## config.mk

```make
export PLATFORM = sky130hd
export DESIGN_NAME = greedy_contiguous_load_partitioner_top
export DESIGN_NICKNAME = d
export VERILOG_FILES = /design/src/rtl/gclp_pkg.sv /design/src/rtl/gclp_div.sv /design/src/rtl/greedy_contiguous_load_partitioner_top.sv
export SDC_FILE = /design/constraint.sdc
export NUM_CORES = 1
export LEC_CHECK = 0
export BUFFER_PORTS_ARGS = -buffer_cell sky130_fd_sc_hd__buf_2
export CELL_PAD_IN_SITES_DETAIL_PLACEMENT = 0
export CELL_PAD_IN_SITES_GLOBAL_PLACEMENT = 1
export CORE_MARGIN = 10
export CORE_UTILIZATION = 45
export CTS_CLUSTER_DIAMETER = 120
export DETAILED_ROUTE_END_ITERATION = 7
export PLACE_DENSITY_LB_ADDON = 0.1
export SETUP_SLACK_MARGIN = 0.05
export SLEW_MARGIN = 40
export SYNTH_ARGS = -nofsm -noshare
export SYNTH_HDL_FRONTEND = slang
export SYNTH_HIERARCHICAL = 1
export SYNTH_SLANG_ARGS = --single-unit
```

## constraint.sdc

```tcl
create_clock -name clk -period 5.8 [get_ports clk]
set_input_delay 0 -clock clk [delete_from_list [all_inputs] [get_ports clk]]
set_output_delay 0 -clock clk [all_outputs]
set_load 0.1 [all_outputs]
```

## src/rtl/gclp_pkg.sv

```systemverilog
// shared types, widths and constants of the greedy contiguous load partitioner
// no dependencies
`default_nettype none

package gclp_pkg;

	localparam int TaskW   = 7;
	localparam int ElemW   = 40;
	localparam int GroupW  = 31;
	localparam int LenW    = 32;
	localparam int CfgIdxW = 2;
	localparam int MaxTasksDef = 64;

	localparam logic [ElemW-1:0]  ElemMax  = {ElemW{1'b1}};
	localparam logic [GroupW-1:0] GroupMax = {GroupW{1'b1}};

	typedef enum logic [CfgIdxW-1:0] {
		REG_NUM_TASKS      = 2'd0,
		REG_TOTAL_ELEMENTS = 2'd1,
		REG_BASE_OFFSET    = 2'd2,
		REG_FIRST_GROUP    = 2'd3
	} cfg_reg_t;

	typedef enum logic [2:0] {
		ST_RESTART,
		ST_DIV,
		ST_IDLE,
		ST_CHECK,
		ST_TAIL,
		ST_DRAIN
	} gclp_state_t;

	// saturating add of two element counts
	function automatic logic [ElemW-1:0] sat_add_elem(input logic [ElemW-1:0] a,
			input logic [ElemW-1:0] b);
		logic [ElemW:0] s;
		s = {1'b0, a} + {1'b0, b};
		return s[ElemW] ? ElemMax : s[ElemW-1:0];
	endfunction

	// saturating add of two group indexes
	function automatic logic [GroupW-1:0] sat_add_group(input logic [GroupW-1:0] a,
			input logic [GroupW-1:0] b);
		logic [GroupW:0] s;
		s = {1'b0, a} + {1'b0, b};
		return s[GroupW] ? GroupMax : s[GroupW-1:0];
	endfunction

endpackage

`default_nettype wire

```

## src/rtl/gclp_div.sv

```systemverilog
// serial restoring divider: 40-bit dividend by 7-bit divisor, one quotient bit a cycle
// depends on gclp_pkg
`default_nettype none

module gclp_div
	import gclp_pkg::*;
(
	input  wire logic             clk,
	input  wire logic             arst_n,
	input  wire logic             start,
	input  wire logic [ElemW-1:0] dividend,
	input  wire logic [TaskW-1:0] divisor,
	output logic                  done,
	output logic [ElemW-1:0]      quotient
);

	localparam int CntW = $clog2(ElemW);
	localparam logic [CntW-1:0] CntLast = CntW'(ElemW - 1);

	logic             busy_q;
	logic             done_q;
	logic [CntW-1:0]  cnt_q;
	logic [ElemW-1:0] dvd_q;
	logic [TaskW-1:0] rem_q;
	logic [TaskW-1:0] dsr_q;

	logic [TaskW:0] trial;
	logic [TaskW:0] diff;
	logic           qbit;

	assign trial = {rem_q, dvd_q[ElemW-1]};
	assign diff  = trial - {1'b0, dsr_q};
	assign qbit  = (trial >= {1'b0, dsr_q});

	always_ff @(posedge clk or negedge arst_n) begin
		if (!arst_n) begin
			busy_q <= 1'b0;
			done_q <= 1'b0;
			cnt_q  <= '0;
		end else if (start) begin
			busy_q <= 1'b1;
			done_q <= 1'b0;
			cnt_q  <= '0;
		end else if (busy_q) begin
			cnt_q <= cnt_q + 1'b1;
			if (cnt_q == CntLast) begin
				busy_q <= 1'b0;
				done_q <= 1'b1;
			end
		end else begin
			done_q <= 1'b0;
		end
	end

	// quotient bits shift in where dividend bits shift out
	always_ff @(posedge clk) begin
		if (start) begin
			dvd_q <= dividend;
			rem_q <= '0;
			dsr_q <= divisor;
		end else if (busy_q) begin
			dvd_q <= {dvd_q[ElemW-2:0], qbit};
			rem_q <= qbit ? diff[TaskW-1:0] : trial[TaskW-1:0];
		end
	end

	assign done     = done_q;
	assign quotient = dvd_q;

endmodule

`default_nettype wire

```

## src/rtl/greedy_contiguous_load_partitioner_top.sv

```systemverilog
// top level of the greedy contiguous load partitioner: sequencer, state and output register
// depends on gclp_pkg and gclp_div
//
//   channel  direction  handshake              payload
//   in       sink       in_valid / in_stall     group_length, last_group
//   out      source     out_valid / out_stall   task_slot, boundary_offset, boundary_group,
//                                               last_result
//   cfg      sink       cfg_we                  cfg_index, cfg_data
//
// an item that closes a run, other than the last group, waits for the serial divide
// of the remaining elements by the remaining tasks
// the last group then emits one boundary item a cycle unless stalled, then a restart divide
// after reset and after every register write the block runs the restart divide before
// taking items; out_stall holds the output register and sequencer, not the divide
`default_nettype none

module greedy_contiguous_load_partitioner_top
	import gclp_pkg::*;
#(
	parameter int MAX_TASKS = MaxTasksDef
) (
	input  wire logic               clk,
	input  wire logic               arst_n,
	input  wire logic               cfg_we,
	input  wire logic [CfgIdxW-1:0] cfg_index,
	input  wire logic [ElemW-1:0]   cfg_data,
	input  wire logic               in_valid,
	output logic                    in_stall,
	input  wire logic [LenW-1:0]    group_length,
	input  wire logic               last_group,
	output logic                    out_valid,
	input  wire logic               out_stall,
	output logic [TaskW-1:0]        task_slot,
	output logic [ElemW-1:0]        boundary_offset,
	output logic [GroupW-1:0]       boundary_group,
	output logic                    last_result
);

	localparam logic [TaskW-1:0] MaxT = TaskW'(MAX_TASKS);

	gclp_state_t state_q, state_d;

	logic [TaskW-1:0]  num_tasks_q;
	logic [ElemW-1:0]  total_q;
	logic [ElemW-1:0]  base_q;
	logic [GroupW-1:0] first_group_q;

	logic [ElemW-1:0]  running_offset_q;
	logic [GroupW-1:0] groups_seen_q;
	logic [ElemW-1:0]  run_count_q;
	logic [TaskW-1:0]  current_task_q;
	logic [ElemW-1:0]  run_target_q;
	logic [ElemW-1:0]  end_q;
	logic              last_q;
	logic [TaskW-1:0]  slot_q;

	logic              out_valid_q;
	logic [TaskW-1:0]  slot_out_q;
	logic [ElemW-1:0]  offset_out_q;
	logic [GroupW-1:0] group_out_q;
	logic              last_out_q;

	logic [TaskW-1:0]  eff_t;
	logic [TaskW-1:0]  next_task;
	logic              hit;
	logic              out_free;
	logic              in_accept;
	logic [ElemW-1:0]  remaining;
	logic [GroupW-1:0] cur_group;

	logic              div_start;
	logic              div_done;
	logic [ElemW-1:0]  div_dividend;
	logic [TaskW-1:0]  div_divisor;
	logic [ElemW-1:0]  div_quotient;

	always_comb begin
		if (num_tasks_q == '0)
			eff_t = TaskW'(1);
		else if (num_tasks_q > MaxT)
			eff_t = MaxT;
		else
			eff_t = num_tasks_q;
	end

	assign next_task = current_task_q + 1'b1;
	assign hit       = (run_count_q >= run_target_q) && (next_task < eff_t);
	assign out_free  = !out_valid_q || !out_stall;
	assign in_accept = in_valid && !in_stall;
	assign remaining = (end_q > running_offset_q) ? (end_q - running_offset_q) : '0;
	assign cur_group = sat_add_group(first_group_q, groups_seen_q);

	// next state
	always_comb begin
		state_d = state_q;
		if (cfg_we) begin
			state_d = ST_RESTART;
		end else begin
			unique case (state_q)
				ST_RESTART: state_d = ST_DIV;
				ST_DIV: begin
					if (div_done)
						state_d = ST_IDLE;
				end
				ST_IDLE: begin
					if (in_accept)
						state_d = ST_CHECK;
				end
				ST_CHECK: begin
					if (out_free) begin
						if (last_q)
							state_d = ST_TAIL;
						else if (hit)
							state_d = ST_DIV;
						else
							state_d = ST_IDLE;
					end
				end
				ST_TAIL: begin
					if (out_free && (slot_q == eff_t))
						state_d = ST_DRAIN;
				end
				ST_DRAIN: begin
					if (out_free)
						state_d = ST_RESTART;
				end
				default: state_d = ST_RESTART;
			endcase
		end
	end

	// control outputs
	always_comb begin
		in_stall     = 1'b1;
		div_start    = 1'b0;
		div_dividend = total_q;
		div_divisor  = eff_t;
		unique case (state_q) inside
			ST_RESTART: div_start = 1'b1;
			ST_IDLE:    in_stall = cfg_we;
			ST_CHECK: begin
				div_start    = out_free && hit && !last_q;
				div_dividend = remaining;
				div_divisor  = eff_t - next_task;
			end
			ST_DIV, ST_TAIL, ST_DRAIN: begin
				in_stall = 1'b1;
			end
			default: in_stall = 1'b1;
		endcase
	end

	always_ff @(posedge clk or negedge arst_n) begin
		if (!arst_n)
			state_q <= ST_RESTART;
		else
			state_q <= state_d;
	end

	// configuration registers
	always_ff @(posedge clk or negedge arst_n) begin
		if (!arst_n) begin
			num_tasks_q   <= TaskW'(1);
			total_q       <= '0;
			base_q        <= '0;
			first_group_q <= '0;
		end else if (cfg_we) begin
			unique case (cfg_reg_t'(cfg_index))
				REG_NUM_TASKS:      num_tasks_q   <= cfg_data[TaskW-1:0];
				REG_TOTAL_ELEMENTS: total_q       <= cfg_data;
				REG_BASE_OFFSET:    base_q        <= cfg_data;
				REG_FIRST_GROUP:    first_group_q <= cfg_data[GroupW-1:0];
				default:            num_tasks_q   <= num_tasks_q;
			endcase
		end
	end

	// running state of the list
	always_ff @(posedge clk) begin
		case (state_q)
			ST_RESTART: begin
				running_offset_q <= base_q;
				groups_seen_q    <= '0;
				run_count_q      <= '0;
				current_task_q   <= '0;
				end_q            <= sat_add_elem(base_q, total_q);
			end
			ST_DIV: begin
				if (div_done)
					run_target_q <= div_quotient;
			end
			ST_IDLE: begin
				if (in_accept) begin
					run_count_q      <= sat_add_elem(run_count_q, ElemW'(group_length));
					running_offset_q <= sat_add_elem(running_offset_q, ElemW'(group_length));
					if (groups_seen_q != GroupMax)
						groups_seen_q <= groups_seen_q + 1'b1;
					last_q <= last_group;
				end
			end
			ST_CHECK: begin
				if (out_free) begin
					if (hit) begin
						current_task_q <= next_task;
						run_count_q    <= '0;
						slot_q         <= next_task + 1'b1;
					end else begin
						slot_q <= next_task;
					end
				end
			end
			ST_TAIL: begin
				if (out_free && (slot_q != eff_t))
					slot_q <= slot_q + 1'b1;
			end
			default: begin
				last_q <= last_q;
			end
		endcase
	end

	// output register
	always_ff @(posedge clk or negedge arst_n) begin
		if (!arst_n)
			out_valid_q <= 1'b0;
		else if (!cfg_we && out_free && (((state_q == ST_CHECK) && hit) || (state_q == ST_TAIL)))
			out_valid_q <= 1'b1;
		else if (out_free)
			out_valid_q <= 1'b0;
	end

	always_ff @(posedge clk) begin
		if (out_free) begin
			if ((state_q == ST_CHECK) && hit) begin
				slot_out_q   <= next_task;
				offset_out_q <= running_offset_q;
				group_out_q  <= cur_group;
				last_out_q   <= 1'b0;
			end else if (state_q == ST_TAIL) begin
				slot_out_q   <= slot_q;
				offset_out_q <= running_offset_q;
				group_out_q  <= cur_group;
				last_out_q   <= (slot_q == eff_t);
			end
		end
	end

	gclp_div u_div (
		.clk      (clk),
		.arst_n   (arst_n),
		.start    (div_start),
		.dividend (div_dividend),
		.divisor  (div_divisor),
		.done     (div_done),
		.quotient (div_quotient)
	);

	assign out_valid       = out_valid_q;
	assign task_slot       = slot_out_q;
	assign boundary_offset = offset_out_q;
	assign boundary_group  = group_out_q;
	assign last_result     = last_out_q;

endmodule

`default_nettype wire

```

== Word-level counts from Yosys, hierarchy flattened ==
Cells that the tools add are included.

* Register bits after elaboration: 469
* Bits of input ports: 80
* Output and inout bits: 81
* Word-level logic and storage cells: 158

* Add/subtract/negate cells: 12
* Order comparisons: 5
* Equality and inequality tests: 23
* Muxes and demuxes: 55
* Reductions and logical operators: 39

{| class="wikitable"
|+ Operator list
! kind !! count
|-
| $mux 40 || 12
|-
| $mux 31 || 5
|-
| $pmux 40 s3 || 1
|-
| $add 40x32->41 || 2
|-
| $pmux 40 s2 || 1
|-
| $mux 7 || 11
|-
| $pmux 31 s2 || 1
|-
| $add 40x40->41 || 1
|-
| $ge 40x40->1 || 1
|-
| $gt 40x40->1 || 1
|-
| $sub 40x40->40 || 1
|-
| $add 31x31->32 || 1
|-
| $add 31x1->31 const B || 1
|-
| $ne 31x31->1 const B || 1
|-
| $pmux 7 s2 || 2
|-
| $add 7x1->7 const B || 3
|-
| $mux 3 || 7
|-
| $pmux 3 s6 || 1
|-
| $reduce_and 2->1 || 8
|-
| $ne 3x3->1 const B || 5
|-
| $sub 7x7->7 || 2
|-
| $mux 6 || 2
|-
| $reduce_bool 2->1 || 6
|-
| $mux 1 || 10
|-
| other kinds (27) || 48
|}

== Logic depth before layout (Yosys ltp) ==
Gate-level depths: netlist of the first run.

* Word-level depth: 10
* Depth in mapped cells: 19
* Depth with buffers taken out: 16

== Hierarchy ==
The synthesis of the first run kept the hierarchy.

{| class="wikitable"
|+ Modules (own cells, without submodules)
! module !! times used !! cells an instance !! area an instance (µm²) !! sequential area each (µm²)
|-
| greedy_contiguous_load_partitioner_top || 1 || 2613 || 26653.1 || 11612.4
|-
| gclp_div || 1 || 230 || 3079.2 || 1751.7
|}

== Least setup slack after synthesis of the first run ==
Ideal clock, no wire load.

* Path kind: register -> register
* Start: register num_tasks_q[1]
* End: register group_out_q[0], in the netlist boundary_group[0], enable pin
* Setup time: 0.517 ns
* Arrival: 5.935 ns
* Required time: 5.283 ns
* Setup slack: -0.653 ns
* Stages on the path, launching flop included: 15
* Buffers on the path: 1
* Period minus slack after synthesis: 6.453 ns
* Cells stage by stage: dfrtp_1 -> or4_1 -> nor3_1 -> o21ai_0 -> ha_1 -> nor2b_1 -> o21ai_0 -> a21boi_0 -> o21ai_0 -> nand2b_1 -> a21o_1 -> a21o_1 -> buf_1 -> a31oi_1 -> nor2_1

* Word-level cells in the longest chain between the ends: 8
* Elaborated cells on any way between the ends: 9
* Those cells by class: order compare: 2; mux: 2; reduce/logical: 5

{| class="wikitable"
|+ RTL lines
! item !! line !! source
|-
| start: declaration || greedy_contiguous_load_partitioner_top.sv:43 || <nowiki>logic [TaskW-1:0] num_tasks_q;</nowiki>
|-
| start signal: assignment || greedy_contiguous_load_partitioner_top.sv:163 || <nowiki>num_tasks_q <= TaskW'(1);</nowiki>
|-
| start signal: assignment || greedy_contiguous_load_partitioner_top.sv:169 || <nowiki>REG_NUM_TASKS: num_tasks_q <= cfg_data[TaskW-1:0];</nowiki>
|-
| start signal: assignment || greedy_contiguous_load_partitioner_top.sv:173 || <nowiki>default: num_tasks_q <= num_tasks_q;</nowiki>
|-
| $gt 7x7->1 || greedy_contiguous_load_partitioner_top.sv:80 || <nowiki>else if (num_tasks_q > MaxT)</nowiki>
|-
| $mux 7 || greedy_contiguous_load_partitioner_top.sv:80 ||
|-
| $mux 7 (*) || greedy_contiguous_load_partitioner_top.sv:78 || <nowiki>if (num_tasks_q == '0)</nowiki>
|-
| $lt 7x7->1 (*) || greedy_contiguous_load_partitioner_top.sv:87 || <nowiki>assign hit = (run_count_q >= run_target_q) && (next_task < eff_t);</nowiki>
|-
| $logic_and 1x1->1 (*) || greedy_contiguous_load_partitioner_top.sv:87 ||
|-
| $logic_and 1x1->1 (*) || greedy_contiguous_load_partitioner_top.sv:234 || <nowiki>if ((state_q == ST_CHECK) && hit) begin</nowiki>
|-
| $reduce_bool 2->1 (no line) (*) || n/a ||
|-
| $reduce_and 2->1 (no line) (*) || n/a ||
|-
| end signal: assignment || greedy_contiguous_load_partitioner_top.sv:237 || <nowiki>group_out_q <= cur_group;</nowiki>
|-
| end signal: assignment || greedy_contiguous_load_partitioner_top.sv:242 || <nowiki>group_out_q <= cur_group;</nowiki>
|-
| end: declaration || greedy_contiguous_load_partitioner_top.sv:60 || <nowiki>logic [GroupW-1:0] group_out_q;</nowiki>
|}

Every way passes the cells marked *; elsewhere a longest branch is shown, timed or not.
A chain may end at the register's enable or synchronous reset.

== Worst setup path in the final report of the first run ==
* Start: register run_count_q[21]
* End: register u_div.dvd_q[10], in the netlist u_div/quotient[10], enable pin

* Word-level cells in the longest chain between the ends: 6

{| class="wikitable"
|+ RTL lines
! item !! line !! source
|-
| start: declaration || greedy_contiguous_load_partitioner_top.sv:50 || <nowiki>logic [ElemW-1:0] run_count_q;</nowiki>
|-
| start signal: assignment || greedy_contiguous_load_partitioner_top.sv:194 || <nowiki>run_count_q <= sat_add_elem(run_count_q, ElemW'(group_length));</nowiki>
|-
| $ge 40x40->1 || greedy_contiguous_load_partitioner_top.sv:87 ||
|-
| $logic_and 1x1->1 || greedy_contiguous_load_partitioner_top.sv:87 ||
|-
| $logic_and 1x1->1 (2 in series) || greedy_contiguous_load_partitioner_top.sv:142 || <nowiki>div_start = out_free && hit && !last_q;</nowiki>
|-
| $pmux 1 s2 || greedy_contiguous_load_partitioner_top.sv:138 || <nowiki>unique case (state_q) inside</nowiki>
|-
| via div_start || greedy_contiguous_load_partitioner_top.sv:71 || <nowiki>logic div_start;</nowiki>
|-
| $reduce_bool 2->1 (no line) || n/a ||
|-
| end signal: assignment || gclp_div.sv:58 || <nowiki>dvd_q <= dividend;</nowiki>
|-
| end signal: assignment || gclp_div.sv:62 || <nowiki>dvd_q <= {dvd_q[ElemW-2:0], qbit};</nowiki>
|-
| end: declaration || gclp_div.sv:23 || <nowiki>logic [ElemW-1:0] dvd_q;</nowiki>
|}

The timed path passes the listed nets, and every way through them passes these cells.

==> results of run 1 <==
worst max-delay path, stage by stage, from the launching register on:
cell and delay, ns:
edfxtp_1 0.41, ha_1 0.32, nand4_1 0.16, nor3_1 0.37, nand3_1 0.13, o31ai_1 0.47, o211ai_1 0.40, a21oi_1 0.60
nand2_1 0.38, o41ai_2 0.39, buf_4 0.33, or2_2 0.19, buf_4 0.44
stage by stage:
step                      util (%)  power (uW)  hold slack, ns  instances  setup WS, ns
after detailed placement      48.0       16300          0.0689       3792         0.683
final                         51.5       19800          0.0740       3944         0.793
after floorplan                  -       13600          -0.296       2843         0.492
after global routing          51.5       21300          0.0780       3944         0.410
after CTS                     51.5       19800          0.0301       3944         0.666
after global placement        47.9       16200          0.0614       3792         0.865
state kept, by name, indices dropped and copies added (netlist names), 3 cells and up:
register,flops
run_target_q,40
groups_seen_q,31
running_offset_q,40
first_group_q,31
u_div/rem_q,7
end_q,40
total_q,40
base_q,40
u_div/dsr_q,7
num_tasks_q,7
u_div/cnt_q,6
u_div/quotient,40
slot_q,7
run_count_q,40
state_q,3
boundary_group,31
boundary_offset,40
task_slot,7
current_task_q,7
per-layer routing:
metal | part of all wire, % | up-vias | track usage [%]
met3 | 4.6 | 85 | 2.60
li1 | - | 10900 | -
met2 | 45 | 565 | 33.9
met1 | 48 | 11100 | 30.6
met4 | 1.9 | 0 | 4.75
met5 | 0 | - | 0
cells in the mapped netlist (8+ instances only):
cell / count
o21ai_0: 153
o21a_1: 31
nor2_1: 187
nand4_1: 34
buf_2: 14
nor2b_1: 33
a31oi_1: 57
xnor2_1: 90
edfxtp_1: 332
mux2i_1: 8
a21o_1: 114
nand2_1: 228
and2_1: 10
dfrtp_1: 129
o21bai_1: 28
o211ai_1: 14
a21oi_1: 216
or3_1: 19
ha_1: 234
xor2_1: 107
nand2b_1: 37
nand3_1: 60
and3_1: 32
o31ai_1: 15
a211oi_1: 21
inv_1: 163
nor3b_1: 11
clkbuf_1: 65
nor3_1: 27
mux2_2: 158
a41oi_1: 9
buf_1: 14
o41ai_1: 9
power breakdown:
part	internal [uW]	total (uW)	switching, uW
clock	2000	3410	1420
combinational	4070	10300	6210
sequential	5210	6110	906
total	11300	19800	8530
path summary, 6_finish.rpt:
check                           cells past startpoint  slack [ns]                             to
worst max-delay path                               12        0.79   u_div/quotient[10]$_DFFE_PP_
max in group asynchronous                           4        4.58         u_div/busy_q$_DFF_PN0_
worst min register to register                      0        0.45     run_target_q[26]$_DFFE_PP_
worst min-delay path                                4        0.07   run_count_q[2]$_SDFFCE_PN0P_
min in group asynchronous                           3        0.39  first_group_q[25]$_DFFE_PN0P_
worst max register to register                     12        0.79   u_div/quotient[10]$_DFFE_PP_
cell type report:
type	instances	area, um^2
multi-input combinational	2113	15400
inverter	164	616
tap	864	1080
clock buffer	76	1590
sequential	469	13400
timing repair buffer	233	1520
clock inverter	25	188
fill	5910	31800
kinds of logic (layout without fill, tap and decap cells):
logic type / Yosys count / in the layout
flops: 469 / 469
xor+xnor: 197 / 197
compound gates: 785 / 785
fa+ha+maj: 241 / 241
mux: 166 / 166
simple gates: 724 / 724
buf+inv: 261 / 498
==> summary.txt, run 1 <==
Status
  • Status: finished, final reports clean

Hold path
  • Hold Path Class: input pin to register
  • Beginning of the worst hold path: group_length[2]

Synth
  • Sequential element share of the synthesized area: 44.9%
  • Top_reg_cell synth: edfxtp_1
  • Asr flop ratio synth: 27.7%
  • Simple-Gate Fraction of Synth Area: 11.7%
  • Main combinational cell family by area after synthesis: compound AO/OA/AOI/OAI gates
  • Adder-cell share of the synthesized area: 10.3%
  • Synth top area share: 33.5%
  • Syn nets: 3,164
  • Synth Area in XOR/XNOR: 5.80%
  • Synth cell types: 99
  • Mapped cell area: 0.0297 mm^2
  • Area contributors post-synth: edfxtp_1 (34%), dfrtp_1 (11%), ha_1 (9.8%)
  • Number of synthesized flops with an enable pin: 332
  • Synth Area in Compound Gates: 17.5%
  • Area leader, netlist: edfxtp_1
  • Cells after Synth: 2,843
  • Mux cell area share after synthesis: 6.25%
  • Syn avg cell area: 10.5 um^2
  • #FFs+latches synth: 469
  • Ys Warns: 6

Timing
  • Final worst-path cycle share: 86.3%
  • Fin Setup TNS: 0 ns
  • Period minus WS final: 5.01 ns
  • Worst Clk Skew: 0.0152 ns
  • Setup violators final: 0
  • Slew margin rel.: 44.8%
  • Slew Limit Fails: 0
  • FMAX: 200 MHz
  • Hold Fails Final Rpt: 0
  • RSZ-0062 raised after global routing: no
  • Worst slew pin tran: 0.821 ns

Critical path
  • CP Launch Type: register
  • Critical Path Source: run_count_q[21]$_SDFFCE_PN0P_
  • Critical path capture point type: register
  • FF-to-FF Start: run_count_q[21]$_SDFFCE_PN0P_
  • Worst Path Arrival: 5.25 ns
  • Critical Path Fanout Max: 40
  • Crit Path Class: register to register
  • CP required: 6.04 ns

Pwr
  • Worst vdd ir: 0.000304 V
  • Power density cells: 586 mW/mm^2
  • Pleak: 0.0143 uW

Die
  • Full die area: 0.0768 mm^2
  • Initial core utilization: 45.3%
  • Die span in x: 277 um
  • Num ports: 161
  • Core region area: 0.0656 mm^2
  • Die Y: 277 um
  • Rows: 94

Finish
  • Most common cell after layout, fill and taps aside: edfxtp_1
  • Commonest cells after routing, fill and taps aside: edfxtp_1 (332), ha_1 (234), nand2_1 (225)
  • Post-route cell area: 0.0338 mm^2
  • Area delta synth->final: 13.7%
  • Final net count: 3,356
  • # diodes: 0
  • Share of cells above drive strength 1: 15.7%

Routing
  • Wire per inst: 21.3 um
  • Vias: 22,600
  • Post-route DRC violation count: 0
  • Vias/cell: 5.74
  • DR iter-0 viols: 1,658
  • Routed wire length: 84.1 mm
  • Post-route ant nets: 0
  • First-pass DRT Iterations: 6

Clocking
  • TritonCTS Buffers: 54
  • CTS tree: yes
  • Htree depth: 2
  • Clock sinks: 469
  • Post-CTS Hold Fix Bufs: 51
  • Root Driver: clkbuf_16
  • Clock transition at path regs: 0.06 ns
  • Skew-Pair Late Insertion Delay: 0.61 ns
  • Post-CTS sizing: 0
  • Setup Buffers After CTS: 0
  • CTS Buffer Depth: 3

Placed design
  • PortBufs: 160
  • DP HPWL: 64.2 mm
  • Placed Area: 0.0315 mm^2
  • GP Congestion: 0.915

Global routing
  • Initial antenna violation count: 1
  • Grt total ovfl: 0
  • Largest net degree at the start of global routing: 65
  • Tot GR Track Use: 21.3%
  • Vias in the first global route: 22,700
  • First-pass GRT wire length: 132 mm

Run
  • Maximum Capacitance Violations: 0
Note: power is estimated with default switching activity, not from simulation.
==> run 2: changes to the inputs <==
CELL_PAD_IN_SITES_DETAIL_PLACEMENT = 1   (was 0)
CELL_PAD_IN_SITES_GLOBAL_PLACEMENT = 2   (was 1)
CORE_UTILIZATION = 37   (was 45)
==> run 2 against run 1 <==
Against the previous run: clock skew up 0.0051 ns; highest routed layer is now met5; critical path type unchanged; routed wire length up 11%; sequential power is 1% higher; critical endpoint is now u_div/quotient[7]$_DFFE_PP_.
==> summary.txt, run 2 (synthesis gave the netlist of run 1 again) <==
Routing
  • First-pass DRT Iterations: 5
  • Post-route ant nets: 0
  • Post-route DRC violation count: 0
  • Vias: 22,800
  • Wire per inst: 22.5 um
  • DR iter-0 viols: 1,303
  • Routed wire length: 93.0 mm
  • Vias/cell: 5.51

Clocking
  • CTS tree: yes
  • Post-CTS sizing: 0
  • Clock sinks: 469
  • Htree depth: 2
  • Root Driver: clkbuf_16
  • Skew-Pair Late Insertion Delay: 0.62 ns
  • Clock transition at path regs: 0.06 ns
  • TritonCTS Buffers: 56
  • CTS Buffer Depth: 3

Pwr
  • Power density cells: 594 mW/mm^2
  • Pleak: 0.0144 uW
  • Worst vdd ir: 0.000267 V

Critical path
  • CP Launch Type: register
  • Critical path capture point type: register
  • CP required: 6.17 ns
  • Worst Path Arrival: 5.46 ns
  • Crit Path Class: register to register
  • Critical Path Fanout Max: 40

Die
  • Core region area: 0.0793 mm^2
  • Initial core utilization: 37.5%
  • Die span in x: 303 um
  • Num ports: 161
  • Die Y: 303 um
  • Rows: 103
  • Full die area: 0.0921 mm^2

Timing
  • Worst Clk Skew: 0.0203 ns
  • Slew margin rel.: 45.2%
  • Slew Limit Fails: 0
  • Final setup margin: 0.706 ns
  • Hold Fails Final Rpt: 0
  • Setup violators final: 0
  • Period minus WS final: 5.09 ns
  • Fin Setup TNS: 0 ns
  • Worst slew pin tran: 0.816 ns
  • FMAX: 196 MHz
  • RSZ-0062 raised after global routing: no
  • Final worst-path cycle share: 87.8%

Run
  • Maximum Capacitance Violations: 0

Global routing
  • Largest net degree at the start of global routing: 61
  • Tot GR Track Use: 19.9%
  • Grt total ovfl: 0
  • Vias in the first global route: 24,100
  • Initial antenna violation count: 3
  • First-pass GRT wire length: 144 mm

Placed design
  • PortBufs: 160
  • GP Congestion: 0.876
  • Dpl ws: 0.578 ns
  • DP HPWL: 72.1 mm

Finish
  • Most common cell after layout, fill and taps aside: edfxtp_1
  • Share of cells above drive strength 1: 15.8%
  • Final net count: 3,360
  • Area delta synth->final: 14.9%
  • Commonest cells after routing, fill and taps aside: edfxtp_1 (332), ha_1 (234), nand2_1 (225)

Hold path
  • Hold Path Class: input pin to register

Status
  • Status: finished, final reports clean
==> run 2: through the flow <==
step,cells,instance area (um^2),hold WS (ns),utilization [%],total power (uW)
after detailed placement,3980,31700,0.0856,40.0,16600
final,4137,34200,0.0639,43.1,20300
after floorplan,2843,29700,-0.296,-,13600
after global routing,4135,34100,0.0941,43.1,21900
after global placement,3980,31700,0.0666,40.0,16400
after CTS,4135,34100,0.0421,43.1,20400
==> run 2: worst paths after layout <==
kind / from / to / slack (ns) / depth (start not counted)
max: run_count_q[23]$_SDFFCE_PN0P_ / u_div/quotient[7]$_DFFE_PP_ / 0.71 / 11
min: group_length[3] / run_count_q[3]$_SDFFCE_PN0P_ / 0.06 / 4
max reg2reg: run_count_q[23]$_SDFFCE_PN0P_ / u_div/quotient[7]$_DFFE_PP_ / 0.71 / 11
min reg2reg: u_div/quotient[35]$_DFFE_PP_ / run_target_q[35]$_DFFE_PP_ / 0.45 / 0
max in group asynchronous: arst_n / total_q[35]$_DFFE_PN0P_ / 4.48 / 4
min in group asynchronous: arst_n / first_group_q[19]$_DFFE_PN0P_ / 0.42 / 3
==> run 2: metal layers <==
layer / wire length, um / GRT usage [%] / share of wire (%) / vias to the layer above
met3: 4090 / 2.97 / 4.4 / 109
met4: 2330 / 5.71 / 2.5 / 2
met1: 44800 / 27.9 / 48 / 11300
li1: - / - / - / 10900
met5: 13 / 0 / 0.014 / -
met2: 41700 / 31.7 / 45 / 396
==> run 2: worst max-delay path, stage by stage, from the launching register on <==
cell and delay [ns]:
edfxtp_1 0.41, ha_1 0.33, nand4_1 0.17, nor3_1 0.36, nand3_1 0.12, o31ai_1 0.51, o211ai_1 0.43, a21oi_1 0.62
nand2_1 0.36, o41ai_2 0.51, buf_4 0.55, mux2_2 0.41
==> run 2: power by group <==
group	internal, uW	leakage [uW]	switching [uW]
sequential	5210	0.00486	968
combinational	4060	0.00856	6400
clock	2200	0.000937	1460
==> run 2: cell type report <==
type,count,area (um^2)
Fill cell,8752,45100
Multi-Input combinational cell,2113,15400
Sequential cell,469,13400
Clock buffer,75,1600
Timing Repair Buffer,235,1520
Tap cell,1050,1310
Inverter,164,616
Clock inverter,29,315
Antenna cell,2,5.00
==> run 2: repair_timing <==
action | 4_1_cts | 5_1_grt
endpoints found under the hold margin | 196 | 0
hold buffers | 51 | 0
buffers inserted | 0 | 0
